===== src/rtl/core/fpct_pkg.sv =====
`timescale 1ns / 1ps
// ----------------------------------------------------------------------------
// fpct_pkg
// Types, command codes and sizes shared by the frustum plane cull test core.
// ----------------------------------------------------------------------------
package fpct_pkg;

  localparam int DEF_PLANE_COUNT = 6;
  localparam int DEF_VALUE_BITS  = 32;
  localparam int FRAC_BITS       = 16;
  // distance accumulator wraps like the 64-bit sum it models
  localparam int ACC_BITS        = 64;
  // bias accumulator holds the exact extent sum or radius term plus sign
  localparam int BIAS_BITS       = 66;

  localparam logic [1:0] CMD_LOAD   = 2'd0;
  localparam logic [1:0] CMD_POINT  = 2'd1;
  localparam logic [1:0] CMD_SPHERE = 2'd2;
  localparam logic [1:0] CMD_BOX    = 2'd3;

  // product terms per plane: x, y, z of the dot product, then x, y, z extents
  localparam logic [2:0] TERM_X     = 3'd0;
  localparam logic [2:0] TERM_Y     = 3'd1;
  localparam logic [2:0] TERM_Z     = 3'd2;
  localparam logic [2:0] TERM_EX    = 3'd3;
  localparam logic [2:0] TERM_EY    = 3'd4;
  localparam logic [2:0] TERM_EZ    = 3'd5;
  localparam logic [2:0] TERMS_DOT  = 3'd3;
  localparam logic [2:0] TERMS_BOX  = 3'd6;

  typedef struct packed {
    logic [1:0]         cmd;
    logic [2:0]         plane_slot;
    logic signed [31:0] vec_x;
    logic signed [31:0] vec_y;
    logic signed [31:0] vec_z;
    logic signed [31:0] scalar_w;
    logic [30:0]        half_x;
    logic [30:0]        half_y;
    logic [30:0]        half_z;
  } in_word_t;

  typedef struct packed {
    logic       visible;
    logic [1:0] test_kind;
  } out_word_t;

  typedef struct packed {
    logic       init;      // load offset and bias at the start of a plane
    logic       sphere;    // bias starts from the radius term
    logic       issue;     // start a product this cycle
    logic [2:0] term;      // which product to start
    logic       acc;       // add last product into an accumulator
    logic       acc_bias;  // that product is an extent term
  } mac_ctrl_t;

endpackage


===== src/rtl/core/fpct_plane_regs.sv =====
`timescale 1ns / 1ps
// ----------------------------------------------------------------------------
// fpct_plane_regs
// Plane table: normal and offset per plane, one write and one read port.
// ----------------------------------------------------------------------------
module fpct_plane_regs #(
  parameter int PLANE_COUNT = fpct_pkg::DEF_PLANE_COUNT,
  parameter int VALUE_BITS  = fpct_pkg::DEF_VALUE_BITS,
  localparam int IDX_W      = (PLANE_COUNT > 1) ? $clog2(PLANE_COUNT) : 1
) (
  input  logic                         clk,
  input  logic                         rst,
  input  logic                         we,
  input  logic [2:0]                   wr_slot,
  input  logic signed [VALUE_BITS-1:0] wr_nx,
  input  logic signed [VALUE_BITS-1:0] wr_ny,
  input  logic signed [VALUE_BITS-1:0] wr_nz,
  input  logic signed [VALUE_BITS-1:0] wr_off,
  input  logic [IDX_W-1:0]             rd_idx,
  output logic signed [VALUE_BITS-1:0] rd_nx,
  output logic signed [VALUE_BITS-1:0] rd_ny,
  output logic signed [VALUE_BITS-1:0] rd_nz,
  output logic signed [VALUE_BITS-1:0] rd_off
);

  logic signed [VALUE_BITS-1:0] nx_r  [PLANE_COUNT];
  logic signed [VALUE_BITS-1:0] ny_r  [PLANE_COUNT];
  logic signed [VALUE_BITS-1:0] nz_r  [PLANE_COUNT];
  logic signed [VALUE_BITS-1:0] off_r [PLANE_COUNT];

  logic             slot_ok;
  logic [IDX_W-1:0] wr_idx;

  // drop loads aimed past the last plane
  assign slot_ok = {2'b00, wr_slot} < 5'(PLANE_COUNT);
  assign wr_idx  = IDX_W'(wr_slot);

  always_ff @(posedge clk) begin
    if (rst) begin
      for (int k = 0; k < PLANE_COUNT; k++) begin
        nx_r[k]  <= '0;
        ny_r[k]  <= '0;
        nz_r[k]  <= '0;
        off_r[k] <= '0;
      end
    end else if (we && slot_ok) begin
      nx_r[wr_idx]  <= wr_nx;
      ny_r[wr_idx]  <= wr_ny;
      nz_r[wr_idx]  <= wr_nz;
      off_r[wr_idx] <= wr_off;
    end
  end

  assign rd_nx  = nx_r[rd_idx];
  assign rd_ny  = ny_r[rd_idx];
  assign rd_nz  = nz_r[rd_idx];
  assign rd_off = off_r[rd_idx];

endmodule


===== config.mk =====
export PLATFORM = sky130hd
export DESIGN_NAME = fpct_plane_regs
export DESIGN_NICKNAME = d
export VERILOG_FILES = /design/src/rtl/core/fpct_pkg.sv /design/src/rtl/core/fpct_plane_regs.sv
export SDC_FILE = /design/constraint.sdc
export NUM_CORES = 1
export LEC_CHECK = 0
export ABC_AREA = 1
export BUFFER_PORTS_ARGS = -buffer_cell sky130_fd_sc_hd__buf_2
export CAP_MARGIN = 20
export CORE_MARGIN = 3
export CORE_UTILIZATION = 25
export DETAILED_ROUTE_END_ITERATION = 7
export HOLD_SLACK_MARGIN = 0.08
export PLACE_DENSITY = 0.42
export SLEW_MARGIN = 10
export SYNTH_ARGS = -nofsm -noshare
export SYNTH_HDL_FRONTEND = slang
export SYNTH_SLANG_ARGS = --single-unit
export TNS_END_PERCENT = 5

===== constraint.sdc =====
create_clock -name clk -period 16.4 [get_ports clk]
set_input_delay 1.64 -clock clk [delete_from_list [all_inputs] [get_ports clk]]
set_output_delay 1.64 -clock clk [all_outputs]
set_load 0.005 [all_outputs]

### Yosys cells after proc, flatten, opt, wreduce, memory -nomap -nowiden

Memories as Yosys holds them, arrays and structs flattened.
Index checks and enable logic that the tools add are counted.

| word-level totals | value |
|---|---|
| register bits after elaboration | 0 |
| memories | 4 |
| input port bits | 137 |
| word-level logic and storage cells | 27 |
| bits in writable memories | 768 |
| output and inout bits | 128 |

| operators by class | value |
|---|---|
| reduce and logical (&&, ||, !) cells | 5 |
| muxes and demuxes | 17 |
| order comparisons | 1 |

Memory list:

| name | words | width | rd ports | clocked after Yosys merged registers in | wr ports | RTL line | RTL |
|---|---|---|---|---|---|---|---|
| nx_r | 6 | 32 | 1 | 0 | 6 | fpct_plane_regs.sv:26 | `logic signed [VALUE_BITS-1:0] nx_r [PLANE_COUNT];` |
| ny_r | 6 | 32 | 1 | 0 | 6 | fpct_plane_regs.sv:27 | `logic signed [VALUE_BITS-1:0] ny_r [PLANE_COUNT];` |
| nz_r | 6 | 32 | 1 | 0 | 6 | fpct_plane_regs.sv:28 | `logic signed [VALUE_BITS-1:0] nz_r [PLANE_COUNT];` |
| off_r | 6 | 32 | 1 | 0 | 6 | fpct_plane_regs.sv:29 | `logic signed [VALUE_BITS-1:0] off_r [PLANE_COUNT];` |

Operators by type and width:

| operator | number |
|---|---|
| two-way mux 32 bit | 4 |
| OR reduction 32 bit | 4 |
| two-way mux 3 bit | 4 |
| two-way mux 1 bit | 9 |
| < comparator 3 bit, second input constant | 1 |
| logical AND 1 bit | 1 |

### Depth between registers and ports, before layout

| logic depth | value |
|---|---|
| word-level depth | 7 |
| depth in mapped cells | 9 |
| mapped depth without buffers | 6 |

### Worst setup path before layout

OpenSTA, ideal clock, no wires.

| timing path | value |
|---|---|
| path type | input to register |
| from | input port wr_slot[2] |
| to | memory nx_r[5][0] (netlist name), enable pin |
| arrival | 11139 ps |
| data required time | 15598 ps |
| path buffers | 0 |
| cell stages on the path | 3 |
| setup slack | 4460 ps |
| cell sequence | nand2_1 > nand2_1 > o31ai_1 |

RTL lines:

| what | RTL line | RTL |
|---|---|---|
| start, declared | fpct_plane_regs.sv:14 | `input logic [2:0] wr_slot,` |
| end, declared | fpct_plane_regs.sv:26 |  |

### Worst setup path after layout

| timing path | value |
|---|---|
| from | input port rd_idx[0] |
| to | output port rd_nx[10] |

| between the ends | value |
|---|---|
| longest elaborated chain between the ends | 1 |

Ends and longest elaborated chain:

| what | RTL line | RTL |
|---|---|---|
| start, declared | fpct_plane_regs.sv:19 | `input logic [IDX_W-1:0] rd_idx,` |
| memory read (6 x 32 bit) | - |  |
| end, declared | fpct_plane_regs.sv:20 | `output logic signed [VALUE_BITS-1:0] rd_nx,` |

No other way between the ends.

==> impl_metrics.json <==
{
  "criticalPathCategory": "input port to output pin",
  "avgSynthCellArea_um2": 8.946,
  "antenna_left": 0,
  "gr-total-overflow": 0,
  "yosys.area.top_type_share_pct": 63.31,
  "endpoint": "rd_nx[10]",
  "core_area_mm2": 0.1928,
  "cts.sinks": 1024,
  "nNetsFinal": 5984,
  "wire_per_inst_um": 17.43,
  "finalSetupViolCount": 0,
  "gr-usage-all-layers_pct": 14.89,
  "row_count": 161,
  "ios": 265,
  "synth_cell_type_count": 15,
  "grt_pass1_wl_um": 221200,
  "power_switching_mw": 1.611,
  "synth_area_leader_cell": "edfxtp_1",
  "fin_ws_ps": 10190,
  "p_clk_share_pct": 42.4,
  "slew_violations": 0,
  "antenna_found_initial": 9,
  "intPower_mw": 4.789,
  "cp-startpoint": "rd_idx[0]",
  "start_util_pct": 25.19,
  "holdPathStages": 3,
  "grt_pass1_vias": 34260,
  "cp-start-kind": "input port",
  "slew_headroom_pct": 17.11,
  "p_per_area_mw_per_mm2": 112.6,
  "pre_cts_ws_ps": 10170,
  "die-area_mm2": 0.1996,
  "grt_setup_unrepaired": "false",
  "peakVddDrop_mv": 0.09590,
  "postCtsSetupRepairBufs": 0,
  "htreeDepth": 4,
  "synth_cells": 5429,
  "synth_area_mm2": 0.04857,
  "pwr-share-comb_pct": 9.2,
  "period_share_pct": 37.86,
  "place_congestion": 0.7107,
  "fmax_mhz": 161.1,
  "viasPerCell": 4.035,
  "drive_above_1_share_pct": 8.500,
  "cts_buffers": 131,
  "wirelength_um": 147600,
  "p_sw_share_pct": 25.17,
  "design_area_mm2": 0.05686,
  "critPathCaptureType": "output pin",
  "tritoncts": "done",
  "clock_tree.buffer_depth": 3,
  "clock-root-buffer": "clkbuf_16",
  "power_leakage_nw": 26.69,
  "fin_setup_tns_ps": 0,
  "drtIter0Drc": 1914,
  "drcViolationCount": 0,
  "final_hold_viol_count": 0,
  "ys_seq_area_share_pct": 63.31,
  "worst-path-max-fanout": 75,
  "port_buffers": 264,
  "synthTopCellsByArea": "edfxtp_1 63%, nand2_1 14%, inv_1 8.9%",
  "yosysWarnings": 0,
  "dpl_cell_area_mm2": 0.05287,
  "hold_buffers": 0,
  "hold_class": "input port to register",
  "worst_slew_pin_slew_ps": 1243,
  "layoutNonFillerInstCount": 8469,
  "cts-resized-gates": 0,
  "grt_max_degree": 183,
  "die_h_um": 446.8,
  "pwr-share-seq_pct": 48.4,
  "post-route-util_pct": 29.49,
  "hp-start": "wr_nz[10]",
  "areaGrowthSynthToFinish_pct": 17.06,
  "die_w_um": 446.8,
  "critical_path_arrival_ps": 4570,
  "hpwl_um": 77740,
  "synth.ff_latch_count": 1024,
  "status": "finished, final reports clean",
  "clk_pin_slew_ps": 60,
  "min_period_ps": 6209,
  "placedCellCount": 8240,
  "num_vias": 34170,
  "timing.max_cap.violations": 0,
  "first_pass_iters": 5,
  "crit_required_ps": 14760
}
per-stage QoR:
step	hold slack, ps	power [mW]
2_1_floorplan	1848	3.526
3_3_place_gp	1967	3.758
3_5_place_dp	1980	3.761
4_1_cts	1106	6.529
5_1_grt	1184	6.702
6_report	1209	6.400
per-layer routing:
metal | routed length (um) | up-vias | GRT usage, %
met4 | 4929 | 0 | 5.423
met2 | 74000 | 522 | 26.36
li1 | - | 17130 | -
met5 | 0 | - | 0
met3 | 4975 | 219 | 2.233
met1 | 63680 | 16300 | 18.26
worst max-delay path: stages:
cell     delay (ps)
buf_8           430
buf_4           790
buf_4           860
nand2_1         210
nand3_1         140
nand2_1          80
nand2_1          80
nand2_1          70
buf_2           130
final cells by class:
type	count	area [um^2]
Sequential cell	1024	30750
Fill cell	20470	135900
Clock inverter	66	460.4
Multi-Input combinational cell	3218	12830
Inverter	1160	4374
Tap cell	2526	3161
Timing Repair Buffer	312	1758
Clock buffer	161	3518
Antenna cell	2	5.005
worst min path at each step:
stage / endpoint / slack [ps]
floorplan: nz_r[4][10] / 1850
global placement: nz_r[4][10] / 1970
detailed placement: nz_r[4][10] / 1980
CTS: nz_r[4][10] / 1110
global route: nz_r[4][10] / 1180
finish: nz_r[4][10] / 1210
state kept, by name, summed over array words and instances (netlist names):
register,flops
nz_r,256
ny_r,256
off_r,256
nx_r,256
Yosys cell counts (all sizes together):
cell type,number
nand2,1803
inv,1160
edfxtp,1024
nor2,643
nand3,514
buf,231
clkbuf,51
conb,1
nand4,1
o31ai,1
logic make-up after synthesis:
logic type      Yosys count  synth area share (%)
other cells               1              0.007721
flops                  1024                 63.31
simple gates           2961                 24.22
compound gates            1               0.01546
buf+inv                1442                 12.45
cell usage in the layout (no fill, tap or decap), types with 3 or more instances in the layout:
cell	Yosys	layout
buf_12	0	4
buf_2	146	261
buf_4	26	44
bufinv_16	0	3
clkbuf_1	51	24
clkbuf_16	0	137
clkinv_1	0	26
clkinv_2	0	23
clkinv_4	0	3
conb_1	1	256
edfxtp_1	1024	1024
inv_1	1158	1156
inv_6	0	6
nand2_1	1803	1794
nand2_4	0	9
nand3_1	514	513
nor2_1	642	642
power groups by stage:
stage               combinational (mW)  sequential, mW  clock [mW]
floorplan                        0.366            3.16           0
global placement                 0.607            3.15           0
detailed placement               0.607            3.15           0
CTS                              0.609            3.10        2.82
global route                     0.676            3.12        2.91
finish                           0.586            3.10        2.71
(Power assumes the default switching activity.)
