File: src/rtl/core/fpct_pkg.sv
`timescale 1ns / 1ps
// ----------------------------------------------------------------------------
// fpct_pkg
// Types, command codes and sizes shared by the frustum plane cull test core.
// ----------------------------------------------------------------------------
package fpct_pkg;

  localparam int DEF_PLANE_COUNT = 6;
  localparam int DEF_VALUE_BITS  = 32;
  localparam int FRAC_BITS       = 16;
  // distance accumulator wraps like the 64-bit sum it models
  localparam int ACC_BITS        = 64;
  // bias accumulator holds the exact extent sum or radius term plus sign
  localparam int BIAS_BITS       = 66;

  localparam logic [1:0] CMD_LOAD   = 2'd0;
  localparam logic [1:0] CMD_POINT  = 2'd1;
  localparam logic [1:0] CMD_SPHERE = 2'd2;
  localparam logic [1:0] CMD_BOX    = 2'd3;

  // product terms per plane: x, y, z of the dot product, then x, y, z extents
  localparam logic [2:0] TERM_X     = 3'd0;
  localparam logic [2:0] TERM_Y     = 3'd1;
  localparam logic [2:0] TERM_Z     = 3'd2;
  localparam logic [2:0] TERM_EX    = 3'd3;
  localparam logic [2:0] TERM_EY    = 3'd4;
  localparam logic [2:0] TERM_EZ    = 3'd5;
  localparam logic [2:0] TERMS_DOT  = 3'd3;
  localparam logic [2:0] TERMS_BOX  = 3'd6;

  typedef struct packed {
    logic [1:0]         cmd;
    logic [2:0]         plane_slot;
    logic signed [31:0] vec_x;
    logic signed [31:0] vec_y;
    logic signed [31:0] vec_z;
    logic signed [31:0] scalar_w;
    logic [30:0]        half_x;
    logic [30:0]        half_y;
    logic [30:0]        half_z;
  } in_word_t;

  typedef struct packed {
    logic       visible;
    logic [1:0] test_kind;
  } out_word_t;

  typedef struct packed {
    logic       init;      // load offset and bias at the start of a plane
    logic       sphere;    // bias starts from the radius term
    logic       issue;     // start a product this cycle
    logic [2:0] term;      // which product to start
    logic       acc;       // add last product into an accumulator
    logic       acc_bias;  // that product is an extent term
  } mac_ctrl_t;

endpackage

File: src/rtl/core/fpct_mac.sv
`timescale 1ns / 1ps
// ----------------------------------------------------------------------------
// fpct_mac
// Shared multiply-accumulate: one product per cycle while issue is set, into
// the distance or bias accumulator, and the final sign test per plane.
// ----------------------------------------------------------------------------
module fpct_mac #(
  parameter int VALUE_BITS = fpct_pkg::DEF_VALUE_BITS
) (
  input  logic                         clk,
  input  fpct_pkg::mac_ctrl_t          ctrl,
  input  logic signed [VALUE_BITS-1:0] nx,
  input  logic signed [VALUE_BITS-1:0] ny,
  input  logic signed [VALUE_BITS-1:0] nz,
  input  logic signed [VALUE_BITS-1:0] off,
  input  logic signed [VALUE_BITS-1:0] px,
  input  logic signed [VALUE_BITS-1:0] py,
  input  logic signed [VALUE_BITS-1:0] pz,
  input  logic signed [VALUE_BITS-1:0] w,
  input  logic [VALUE_BITS-2:0]        hx,
  input  logic [VALUE_BITS-2:0]        hy,
  input  logic [VALUE_BITS-2:0]        hz,
  output logic                         cull
);

  localparam int MW = VALUE_BITS + 1;
  localparam int PW = 2 * MW;
  localparam int AW = fpct_pkg::ACC_BITS;
  localparam int BW = fpct_pkg::BIAS_BITS;

  logic signed [MW-1:0] ax, ay, az;
  logic signed [MW-1:0] op_a, op_b;
  logic signed [PW-1:0] prod;
  logic signed [AW-1:0] dacc;
  logic signed [BW-1:0] bias;
  logic signed [BW-1:0] total;

  assign ax = nx[VALUE_BITS-1] ? -MW'(nx) : MW'(nx);
  assign ay = ny[VALUE_BITS-1] ? -MW'(ny) : MW'(ny);
  assign az = nz[VALUE_BITS-1] ? -MW'(nz) : MW'(nz);

  always_comb begin
    case (ctrl.term)
      fpct_pkg::TERM_X: begin
        op_a = MW'(nx);
        op_b = MW'(px);
      end
      fpct_pkg::TERM_Y: begin
        op_a = MW'(ny);
        op_b = MW'(py);
      end
      fpct_pkg::TERM_Z: begin
        op_a = MW'(nz);
        op_b = MW'(pz);
      end
      fpct_pkg::TERM_EX: begin
        op_a = ax;
        op_b = signed'(MW'(hx));
      end
      fpct_pkg::TERM_EY: begin
        op_a = ay;
        op_b = signed'(MW'(hy));
      end
      fpct_pkg::TERM_EZ: begin
        op_a = az;
        op_b = signed'(MW'(hz));
      end
      default: begin
        op_a = '0;
        op_b = '0;
      end
    endcase
  end

  always_ff @(posedge clk) begin
    if (ctrl.issue) begin
      prod <= op_a * op_b;
    end
    if (ctrl.init) begin
      dacc <= AW'(off) <<< fpct_pkg::FRAC_BITS;
      bias <= ctrl.sphere ? (BW'(w) <<< fpct_pkg::FRAC_BITS) : '0;
    end else if (ctrl.acc) begin
      if (ctrl.acc_bias) begin
        bias <= bias + BW'(prod);
      end else begin
        dacc <= dacc + AW'(prod);
      end
    end
  end

  // culled when the wrapped distance plus bias goes negative
  assign total = BW'(dacc) + bias;
  assign cull  = total[BW-1];

endmodule

File: config.mk
export PLATFORM = sky130hd
export DESIGN_NAME = fpct_mac
export DESIGN_NICKNAME = d
export VERILOG_FILES = /design/src/rtl/core/fpct_pkg.sv /design/src/rtl/core/fpct_mac.sv
export SDC_FILE = /design/constraint.sdc
export NUM_CORES = 2
export LEC_CHECK = 0
export ABC_AREA = 1
export BUFFER_PORTS_ARGS = -buffer_cell sky130_fd_sc_hd__buf_2
export CORE_ASPECT_RATIO = 0.5
export CORE_MARGIN = 2
export CORE_UTILIZATION = 25
export DETAILED_ROUTE_END_ITERATION = 8
export MAX_ROUTING_LAYER = met4
export PLACE_DENSITY_LB_ADDON = 0.2
export SLEW_MARGIN = 20
export SYNTH_ARGS = -nofsm -noshare
export SYNTH_HDL_FRONTEND = slang
export SYNTH_SLANG_ARGS = --single-unit
File: constraint.sdc
create_clock -name clk -period 13.8 [get_ports clk]
set_input_delay 2.07 -clock clk [delete_from_list [all_inputs] [get_ports clk]]
set_output_delay 2.07 -clock clk [all_outputs]
set_load 0.005 [all_outputs]
# Yosys cells after proc, flatten, opt, wreduce, memory -nomap -nowiden
# Cells that the tools add are included.
# word_totals
register_bits	196
output_inout_bits	1
input_bits	358
# classes
mux	12
eq_ne	6
n_bitwise	1
n_reduce_logical	6
multipliers	1
add_sub_neg	6
# ops
op	count
33-bit one-hot mux with 6 select lines	2
66-bit two-way mux	4
64-bit two-way mux	3
33-bit two-way mux	3
32-bit negation with 33-bit output	3
64-bit by 66-bit adder with 66-bit output	1
66-bit adder	1
33-bit by 33-bit multiplier with 66-bit output	1
64-bit adder	1
3-bit by 2-bit equality test with 1-bit output (second input constant)	2
3-bit equality test (second input constant)	2
2-bit AND reduction	3
2-bit nonzero test	2
3-bit by 1-bit equality test with 1-bit output (second input constant)	1
3-bit logical NOT	1
2-bit by 1-bit inequality test with 1-bit output (second input constant)	1
1-bit NOT	1

# Depth between registers and ports, before layout
# logic_depth
depth_word	4
ltp_mapped	43
mapped_depth_nobuf	42

# Worst setup path after synthesis
# Ideal clock, no wire load.
# synth_path
kind	input-to-reg
start	input ctrl[2] (netlist name)
end	register prod[65] (data pin)
arrival_time_ns	10.089
stages	34
required_ns	13.548
setup_slack_ns	3.459
path_cell_list	inv_1 nor3_2 buf_2 buf_4 buf_4 a221oi_1 nand3_1 buf_2 nand2_1 fa_1 inv_1 fa_1 fa_1 inv_1 fa_1 inv_1 fa_1 fa_1 fa_1 inv_1 fa_1 inv_1 ha_1 nand2_1 nor2_1 inv_1 nor2_1 inv_1 nor4_1 nand2_1 nand2_1 inv_1 nand2_1 nand2_1
# synth_between
elab_chain_len	3
word_cells_on_any_way	9
classes_between	mul (1); eq/ne (5); mux (2); reduce/logical (1)
# synth_lines
item	line_no	source
start: declaration	fpct_mac.sv:11	input fpct_pkg::mac_ctrl_t ctrl,
3-bit equality test, or another cell as far along	fpct_mac.sv:43	case (ctrl.term)
33-bit one-hot mux with 6 select lines	fpct_mac.sv:43	
33-bit by 33-bit multiplier with 66-bit output (*)	fpct_mac.sv:77	prod <= op_a * op_b;
end signal: assignment	fpct_mac.sv:77	
end: declaration	fpct_mac.sv:33	logic signed [PW-1:0] prod;
# Mark *: on every way between the ends. The rest lies on a longest branch, timed or not.
# A chain may end at the register's enable or synchronous reset.

# Final worst setup path
# layout_path
start	input nx[31]
end	register prod[50] (data pin)
# layout_between
elab_chain_len	4
# layout_lines
item	line_no	source
start: declaration	fpct_mac.sv:12	input logic signed [VALUE_BITS-1:0] nx,
32-bit negation with 33-bit output	fpct_mac.sv:38	assign ax = nx[VALUE_BITS-1] ? -MW'(nx) : MW'(nx);
33-bit two-way mux	fpct_mac.sv:38	
33-bit one-hot mux with 6 select lines (*)	fpct_mac.sv:43	
33-bit by 33-bit multiplier with 66-bit output (*)	fpct_mac.sv:77	
# Marked as above.

==> impl_metrics.env <==
export IMPL_finClkSkew_ns=0.0250
export IMPL_drt_total_wl_mm=286
export IMPL_ys_types=51
export IMPL_yosysWarningCount=0
export IMPL_cts_resized=0
export IMPL_setup_violations_final=0
export IMPL_synth_compound_area_share_pct=7.99
export IMPL_rows=130
export IMPL_grt_pass1_vias=59600
export IMPL_area_growth_pct=10.0
export IMPL_viasPerCell=4.75
export IMPL_min_delay_path_class="reg -> reg"
export IMPL_fin_util_pct=27.7
export IMPL_crit_arrival_ns=11.91
export IMPL_grt_pass1_wl_mm=416
export IMPL_seq_area_mm2=0.00573
export IMPL_nFillCells=27900
export IMPL_vias=58300
export IMPL_rsz0062_at_grt="no"
export IMPL_post_cts_buffers=0
export IMPL_synthFlopType="edfxtp_1"
export IMPL_hold_viol_final=0
export IMPL_crit_slowest_cell="fa_1"
export IMPL_drtIter0Drc=4765
export IMPL_seq_area_frac_synth_pct=9.03
export IMPL_synth_area_mm2=0.0634
export IMPL_dr_pass1_iters=6
export IMPL_synth_mux_area_share_pct=0
export IMPL_syn_area_per_cell_um2=7.34
export IMPL_post_route_period_util_pct=84.2
export IMPL_cp_end_kind="register"
export IMPL_clk_latency_ns=0.55
export IMPL_io_buffers=358
export IMPL_gp_congestion=0.971
export IMPL_final_max_slew_violation_count=0
export IMPL_ant_nets=0
export IMPL_antenna_found_initial=27
export IMPL_crit_type="in -> reg"
export IMPL_synth_adder_area_share_pct=44.4
export IMPL_period_needed_ns=11.63
export IMPL_critical_path_top_delay_family="adder cells"
export IMPL_hpwl_mm=245
export IMPL_cp_max_fo=34
export IMPL_syn_nets=10600
export IMPL_worst_pin_slew_ns=1.18
export IMPL_grt_max_degree=67
export IMPL_clockBufferDepth=2
export IMPL_max_freq_ghz=0.0860
export IMPL_postSynth_asyncResetShare_pct=0
export IMPL_dieArea_mm2=0.258
export IMPL_outcome="finished clean"
export IMPL_holdBufCountCts=0
export IMPL_synthCells=8638
export IMPL_core_area_mm2=0.252
export IMPL_clkTransAtPathRegs_ns=0.09
export IMPL_ys_seq_elements=196
export IMPL_cts_buffers=17
export IMPL_multi_input_area_mm2=0.0493
export IMPL_cts_num_sinks=196
export IMPL_h_tree_depth=4
export IMPL_finalSetupTns_ns=0
export IMPL_final_net_count=10800
export IMPL_drc=0
export IMPL_gr_total_overflow=0
export IMPL_crit_required_ns=14.08
export IMPL_die_w_um=716
export IMPL_dieHeight_um=360
export IMPL_drive_above_1_share_pct=6.77
export IMPL_slew_headroom_pct=21.4
export IMPL_synth_top_family_by_area="adder cells"
export IMPL_max_stage_delay_ns=0.95
export IMPL_path_buf_inv=12
export IMPL_wl_per_cell_um=23.3
export IMPL_io_pins=359
export IMPL_synth_simple_gate_area_share_pct=24.2
export IMPL_cap_violations=0
export IMPL_start_kind="input port"
export IMPL_initial_core_util_pct=25.2
export IMPL_cts_tree="yes"
export IMPL_yosys_area_share_xor_xnor_pct=1.08
export IMPL_grt_total_usage_pct=22.7
export IMPL_cts_root_buf="clkbuf_16"
export IMPL_synth_edff_count=180
layout make-up:
cell class                      count  area share, %
Multi-Input combinational cell   6289           70.8
Clock buffer                       21          0.723
Tap cell                         3366           6.04
Antenna cell                       13         0.0467
Timing Repair Buffer              470           3.80
Inverter                         1907           10.3
Clock inverter                     11          0.144
Sequential cell                   196           8.21
state kept, by name (all words and copies together), names as in the netlist:
register	count
bias	66
dacc	64
prod	66
cell usage in the layout (no fill, tap or decap), types with 180 or more instances in the layout:
cell type	count
ha_1	412
nand2_1	2077
o21ai_0	285
a21oi_1	398
buf_2	358
inv_1	1874
fa_1	1147
nand3_1	387
nor2_1	1036
edfxtp_1	180
metrics by stage:
step / instances / area (um2) / setup slack (ns) / hold slack (ns)
after CTS: 12300 / 69700 / 2.24 / 0.512
after floorplan: 8638 / 63400 / 3.46 / 0.466
final: 12300 / 69700 / 2.17 / 0.510
after detailed placement: 12200 / 69100 / 1.62 / 0.491
after global placement: 12200 / 69100 / 1.03 / 0.492
after global routing: 12300 / 69700 / 1.69 / 0.550
worst paths after layout:
path / start / to / slack [ns] / cells after the start
max reg2reg: prod[0] / bias[60] / 10.39 / 17
min reg2reg: dacc[0] / dacc[0] / 0.51 / 2
max: nx[31] / prod[50] / 2.17 / 31
min: dacc[0] / dacc[0] / 0.51 / 2
worst reg2reg max path, stage by stage, from the launching register on:
cell      delay [ns]
edfxtp_1        0.45
ha_1            0.39
inv_1           0.10
fa_1            0.40
inv_1           0.12
nand3_1         0.08
nand2_1         0.12
nand2_1         0.06
nand2_1         0.23
nand2_1         0.09
nand2_1         0.20
nand2_1         0.08
nand2_1         0.33
nand2_1         0.21
nand2_1         0.11
nand2_1         0.05
nand3_1         0.06
nand2_1         0.07
Yosys cell counts, drive strengths merged (7+ instances only):
| cell | count | area share (%) |
|---|---|---|
| a21o | 13 | 0.15 |
| a21oi | 399 | 3.2 |
| a22o | 79 | 1.1 |
| and3 | 7 | 0.069 |
| buf | 198 | 1.7 |
| clkbuf | 48 | 0.29 |
| dfxtp | 16 | 0.51 |
| edfxtp | 180 | 8.5 |
| fa | 1147 | 36 |
| ha | 412 | 8.1 |
| inv | 1901 | 11 |
| nand2 | 2081 | 12 |
| nand3 | 389 | 3.1 |
| nand3b | 17 | 0.21 |
| nand4 | 87 | 0.93 |
| nor2 | 1062 | 6.4 |
| nor3 | 94 | 0.98 |
| nor4 | 16 | 0.16 |
| o211ai | 9 | 0.11 |
| o21a | 11 | 0.13 |
| o21ai | 292 | 2.3 |
| o21bai | 34 | 0.40 |
| o22ai | 29 | 0.29 |
| o31ai | 7 | 0.083 |
| xnor2 | 25 | 0.35 |
| xor2 | 53 | 0.73 |
per-layer routing:
| layer | up-vias | global-route usage, % | share of wire, % |
|---|---|---|---|
| li1 | 26800 | - | - |
| met1 | 29200 | 32.5 | 48 |
| met2 | 2010 | 34.4 | 43 |
| met3 | 262 | 2.39 | 6.3 |
| met4 | 0 | 5.19 | 2.5 |
| met5 | - | - | 0 |
kinds of logic after synthesis:
family,after synthesis
flip-flops,196
buffers and inverters,2153
adder cells (fa/ha/maj),1559
AND/OR/NAND/NOR,3759
XOR/XNOR,78
AO/OA/AOI/OAI,893
Power is left out: the tool's default activity adds up to more than one toggle a clock period on the data nets, which glitch-free logic cannot reach.
